$ cat src/sv/fwnf_pkg.sv
package fwnf_pkg;

  localparam int unsigned DEC_DIGITS = 10;
  localparam int unsigned HEX_DIGITS = 8;
  localparam int unsigned IDX_W      = $clog2(DEC_DIGITS);

  localparam logic [1:0] OP_UDEC = 2'd0;
  localparam logic [1:0] OP_SDEC = 2'd1;
  localparam logic [1:0] OP_HEX  = 2'd2;
  localparam logic [1:0] OP_NONE = 2'd3;

  localparam logic [6:0] CH_ZERO  = 7'h30;
  localparam logic [6:0] CH_A     = 7'h41;
  localparam logic [6:0] CH_PLUS  = 7'h2B;
  localparam logic [6:0] CH_MINUS = 7'h2D;

  // 2^35 / 10 rounded up: exact quotient for any 32-bit dividend after >> 35.
  localparam logic [31:0] RECIP10 = 32'hCCCC_CCCD;

  typedef struct packed {
    logic [1:0]  op;
    logic [31:0] number;
    logic [3:0]  length;
    logic [2:0]  line;
    logic [4:0]  column;
  } item_t;

  typedef struct packed {
    logic [6:0] char_code;
    logic [2:0] out_line;
    logic [4:0] out_column;
    logic       last;
  } result_t;

  typedef struct packed {
    logic load;
    logic conv;
    logic sign;
    logic digit;
  } cmd_t;

  typedef struct packed {
    logic item_skip;
    logic item_len_zero;
    logic signed_mode;
    logic len_zero;
    logic conv_last;
    logic emit_last;
  } stat_t;

  function automatic logic [6:0] digit_char(input logic [3:0] d);
    logic [6:0] code;
    if (d < 4'd10) begin
      code = CH_ZERO + {3'b000, d};
    end else begin
      code = CH_A + {3'b000, d} - 7'd10;
    end
    return code;
  endfunction

endpackage

$ cat src/sv/fwnf_ctrl.sv
module fwnf_ctrl
  import fwnf_pkg::*;
(
  input  logic  clk,
  input  logic  rst,
  input  logic  start,
  input  stat_t stat,
  output cmd_t  cmd,
  output logic  busy
);

  typedef enum logic [3:0] {
    ST_IDLE = 4'b0001,
    ST_CONV = 4'b0010,
    ST_SIGN = 4'b0100,
    ST_EMIT = 4'b1000
  } state_t;

  state_t state, state_next;

  always_ff @(posedge clk) begin
    if (rst) begin
      state <= ST_IDLE;
    end else begin
      state <= state_next;
    end
  end

  assign busy = (state != ST_IDLE);

  always_comb begin
    state_next = state;
    cmd        = '0;
    case (state)
      ST_IDLE: begin
        if (start && !stat.item_skip) begin
          cmd.load   = 1'b1;
          state_next = stat.item_len_zero ? ST_SIGN : ST_CONV;
        end
      end
      ST_CONV: begin
        cmd.conv = 1'b1;
        if (stat.conv_last) begin
          state_next = stat.signed_mode ? ST_SIGN : ST_EMIT;
        end
      end
      ST_SIGN: begin
        cmd.sign   = 1'b1;
        state_next = stat.len_zero ? ST_IDLE : ST_EMIT;
      end
      ST_EMIT: begin
        cmd.digit = 1'b1;
        if (stat.emit_last) begin
          state_next = ST_IDLE;
        end
      end
      default: begin
        state_next = ST_IDLE;
      end
    endcase
  end

endmodule

$ cat config.mk
export PLATFORM = sky130hd
export DESIGN_NAME = fwnf_ctrl
export DESIGN_NICKNAME = d
export VERILOG_FILES = /design/src/sv/fwnf_pkg.sv /design/src/sv/fwnf_ctrl.sv
export SDC_FILE = /design/constraint.sdc
export NUM_CORES = 1
export LEC_CHECK = 0
export ABC_AREA = 1
export BUFFER_PORTS_ARGS = -buffer_cell sky130_fd_sc_hd__clkbuf_2
export CORE_AREA = 8 8 45 47
export CTS_BUF_LIST = sky130_fd_sc_hd__clkbuf_8
export DETAILED_ROUTE_END_ITERATION = 16
export DIE_AREA = 0 0 53 55
export GPL_ROUTABILITY_DRIVEN = 0
export PLACE_DENSITY_LB_ADDON = 0.1
export REMOVE_ABC_BUFFERS = 1
export SKIP_LAST_GASP = 1
export SYNTH_ARGS = -nofsm -noshare
export SYNTH_HDL_FRONTEND = slang
export SYNTH_SLANG_ARGS = --single-unit
$ cat constraint.sdc
create_clock -name clk -period 1.2 [get_ports clk]
set_input_delay 0.18 -clock clk [delete_from_list [all_inputs] [get_ports clk]]
set_output_delay 0.18 -clock clk [all_outputs]
set_load 0.1 [all_outputs]
* Word-level counts from Yosys, hierarchy flattened
Index checks and enable logic that the tools add are counted.
** Word-level totals
- Register bits :: 4
- Bits of input ports :: 9
- Output and inout port bits :: 5
- Word-level logic and storage cells :: 24
** Operators by class
- Equal/unequal tests :: 8
- Muxes and demuxes :: 12
- Reductions and logical operators :: 3
** Operator list (count)
- 4-bit 2-to-1 mux :: 5
- 4-bit one-hot mux with 4 select lines :: 1
- 2-bit inequality test (second input constant) :: 3
- 1-bit 2-to-1 mux :: 5
- 4-bit by 1-bit equality test with 1-bit output (second input constant) :: 1
- 4-bit by 2-bit equality test with 1-bit output (second input constant) :: 1
- 4-bit by 3-bit equality test with 1-bit output (second input constant) :: 1
- 4-bit equality test (second input constant) :: 1
- 4-bit by 1-bit inequality test with 1-bit output (second input constant) :: 1
- 3-bit 2-to-1 mux :: 1
- 3-bit AND reduction :: 1
- 1-bit logical AND :: 1
- 1-bit zero test :: 1

* Longest topological paths before layout
- Word-level depth :: 4
- Depth in mapped cells :: 8
- Mapped depth without buffers :: 8

* Worst setup path before layout
OpenSTA, ideal clock, no wires.
- Kind :: reg2out
- Start point :: reg state[0]
- End point :: out cmd[3] in the netlist's numbering
- Arrival :: 2305 ps
- Data required time :: 1020 ps
- Slack :: -1285 ps
- Stages on the path, launching flop included :: 5
- Buffers on the path :: 0
- Path through :: dfxtp_1 inv_1 nor2_2 nand2_2 nor2_1
** RTL lines
- start, declared :: line fwnf_ctrl.sv:19 : state_t state, state_next;
- start signal, assigned :: line fwnf_ctrl.sv:25 : state <= state_next;
- end, declared :: line fwnf_ctrl.sv:8 : output cmd_t cmd,

* Worst setup path after layout
- Start point :: reg state[0]
- End point :: out busy
** On the way
- Word-level cells in the longest chain between the ends :: 1
** Ends and longest elaborated chain
- 4-bit by 1-bit inequality test with 1-bit output :: line fwnf_ctrl.sv:29 : assign busy = (state != ST_IDLE);
- end, declared :: line fwnf_ctrl.sv:9 : output logic busy
Every way passes these cells.

==> results.toml <==
[run_status]
status = "finished with violations"
violations = "negative setup slack"

[clock_network]
clkSinkCount = 4
cts_tree = "built"
ctsHtreeMaxLevel = 1
cts_buffers = 3
clk_pin_slew_ps = 30
hold_buffers = 0
clk_latency_ps = 210
cts-root-buf = "clkbuf_8"
cts_buffer_depth = 2

[power]
comb_power_share_pct = 70.9
power_density_nw_per_um2 = 3136
leakage_uw = 0.0003273
p_seq_share_pct = 15.3
p_switching_uw = 983.3
p_sw_share_pct = 49.83
internal_power_uw = 990.1
pwr-share-clk_pct = 13.9
vdd_drop_max_mv = 1.656

[placement]
portBuffers = 13
dp_slack_ps = 4.179
hpwl_um = 726.1
dpl_cell_area_um2 = 495.5

[route]
drcViolationCount = 0
drt_wl_total_um = 870
dr.pass1.iters = 1
wire_per_inst_um = 9.560
vias_per_cell = 4.033
num_vias = 367
first_iter_violations = 0
drt.antenna.violating_nets = 0

[logic_synthesis]
synthDistinctLibCells = 14
ys_seq_elements = 4
avgSynthCellArea_um2 = 6.160
netlist_area_um2 = 320.3
yosysWarnings = 0
synthCells = 52
yosysSeqAreaShare_pct = 25.00

[cells_and_area]
syn_to_final_growth_pct = 96.48
drive_above_1_share_pct = 64.00
largest_register_ff_count = 4
final_nets = 86
largest_registers = "state x4"
fillers = 145
fin_area_um2 = 629.4
antenna_cells = 0
largest-register = "state"

[die]
ios = 14
die_w_um = 53
die_h_um = 55
rows = 14
dieArea_um2 = 2915
start_util_pct = 23.15
coreArea_um2 = 1384

[sta]
grt_setup_unrepaired = "true"
clock_skew_ps = 1.613
setup_viol = 6
finalWorstSetupSlack_ps = -77.95
period_share_pct = 106.5
slew_violations = 0
hold_viol_final = 0
max_slew_margin_pct = 89.89
tightestPinTransition_ps = 151.3
finalSetupTns_ps = -264.6
fmax_ghz = 0.7825
layout_min_cycle_time_ps = 1278

[worst_setup_path]
crit_required_ps = 1020
startpoint_type = "register"
crit_path_max_fanout = 3
critPathCaptureType = "output port"
r2r_slack_ps = -10
path_class = "reg2out"
critPathArrivalTime_ps = 1100

[global_route]
grt_antenna_before_repair = 0
grt_max_degree = 5
grt_pass1_vias = 367
grtUsageTotal_pct = 6.718
overflow = 0
grt_pass1_wl_mm = 1.442

[worst_hold_path]
hp-class = "in2reg"

[flow_run]
cap_violations = 0
==> worst max-delay path: stages, from the launching register on <==
cell     delay, ps
dfxtp_4        380
inv_4           40
nor2_4         110
nand2_2         80
buf_6          130
buf_12         150
==> routing by layer <==
layer | up-vias | track usage, % | wire (um)
met2 | 10 | 10.94 | 416
met5 | - | 0 | 0
met4 | 0 | 6.466 | 13
met3 | 2 | 1.872 | 75
li1 | 203 | - | -
met1 | 152 | 6.829 | 365
==> cells by family after synthesis <==
| family | synth area share, % |
|---|---|
| buffers and inverters | 14.06 |
| flip-flops | 25.00 |
| AO/OA/AOI/OAI | 3.906 |
| AND/OR/NAND/NOR | 57.03 |
==> Yosys cell counts <==
library cell   n  area, um^2
clkinv_1       1       3.750
dfxtp_1        4       80.08
inv_1          9       33.78
inv_2          2       7.510
nand2_1       10       37.54
nand2_2        3       18.77
nand3_1        5       25.02
nand3_2        3       30.03
nand4_1        1       6.260
nor2_1         6       22.52
nor2_2         5       31.28
nor2_4         1       11.26
o21a_1         1       7.510
o21ai_1        1       5.000
==> worst paths after layout <==
check,start,end,cells past startpoint
hold reg to reg,state[1],state[1],4
setup / recovery,state[0],busy,5
hold / removal,rst,state[2],2
setup reg to reg,state[0],state[0],9
==> layout by cell type (no fill, tap or decap) <==
cell | netlist | layout
buf_12 | 0 | 5
buf_4 | 0 | 6
buf_6 | 0 | 1
clkbuf_2 | 0 | 8
clkbuf_8 | 0 | 3
clkinv_2 | 0 | 1
dfxtp_2 | 0 | 2
dfxtp_4 | 0 | 2
inv_1 | 9 | 7
inv_2 | 2 | 3
inv_4 | 0 | 1
nand2_1 | 10 | 10
nand2_2 | 3 | 3
nand3_1 | 5 | 4
nand3_2 | 3 | 4
nand4_1 | 1 | 1
nor2_1 | 6 | 3
nor2_2 | 5 | 3
nor2_4 | 1 | 6
o21a_1 | 1 | 1
o21ai_1 | 1 | 1
==> what timing repair did <==
action                     in CTS  in global routing
setup endpoints to repair       5                  7
resized for setup              14                  6
buffers inserted                4                  1
pin swaps                       2                  4
==> power groups by stage <==
stage / registers (uW) / clock network (uW) / logic, uW
after floorplan: 239 / 0 / 798
after global placement: 245 / 0 / 1200
after detailed placement: 246 / 0 / 1200
after CTS: 291 / 285 / 1360
after global routing: 311 / 291 / 1500
final: 302 / 274 / 1400
==> stage by stage <==
| step | utilization, % | hold slack [ps] | total power, uW | std cells |
|---|---|---|---|---|
| 2_1_floorplan | - | 246.9 | 1037 | 52 |
| 4_1_cts | 43.58 | 155.0 | 1939 | 90 |
| 5_1_grt | 45.48 | 157.5 | 2097 | 91 |
| 3_5_place_dp | 35.80 | 378.9 | 1447 | 83 |
| 3_3_place_gp | 35.80 | 384.2 | 1448 | 83 |
| 6_report | 45.48 | 151.4 | 1973 | 91 |
==> area by class of cell <==
cell class	count	area, um^2	area share (%)
Timing Repair Buffer	20	196.4	31.21
Clock buffer	3	41.29	6.561
Multi-Input combinational cell	36	232.7	36.98
Tap cell	16	20.02	3.181
Sequential cell	4	90.09	14.31
Inverter	12	48.80	7.753
No activity file was read; power rests on OpenSTA's default activity.
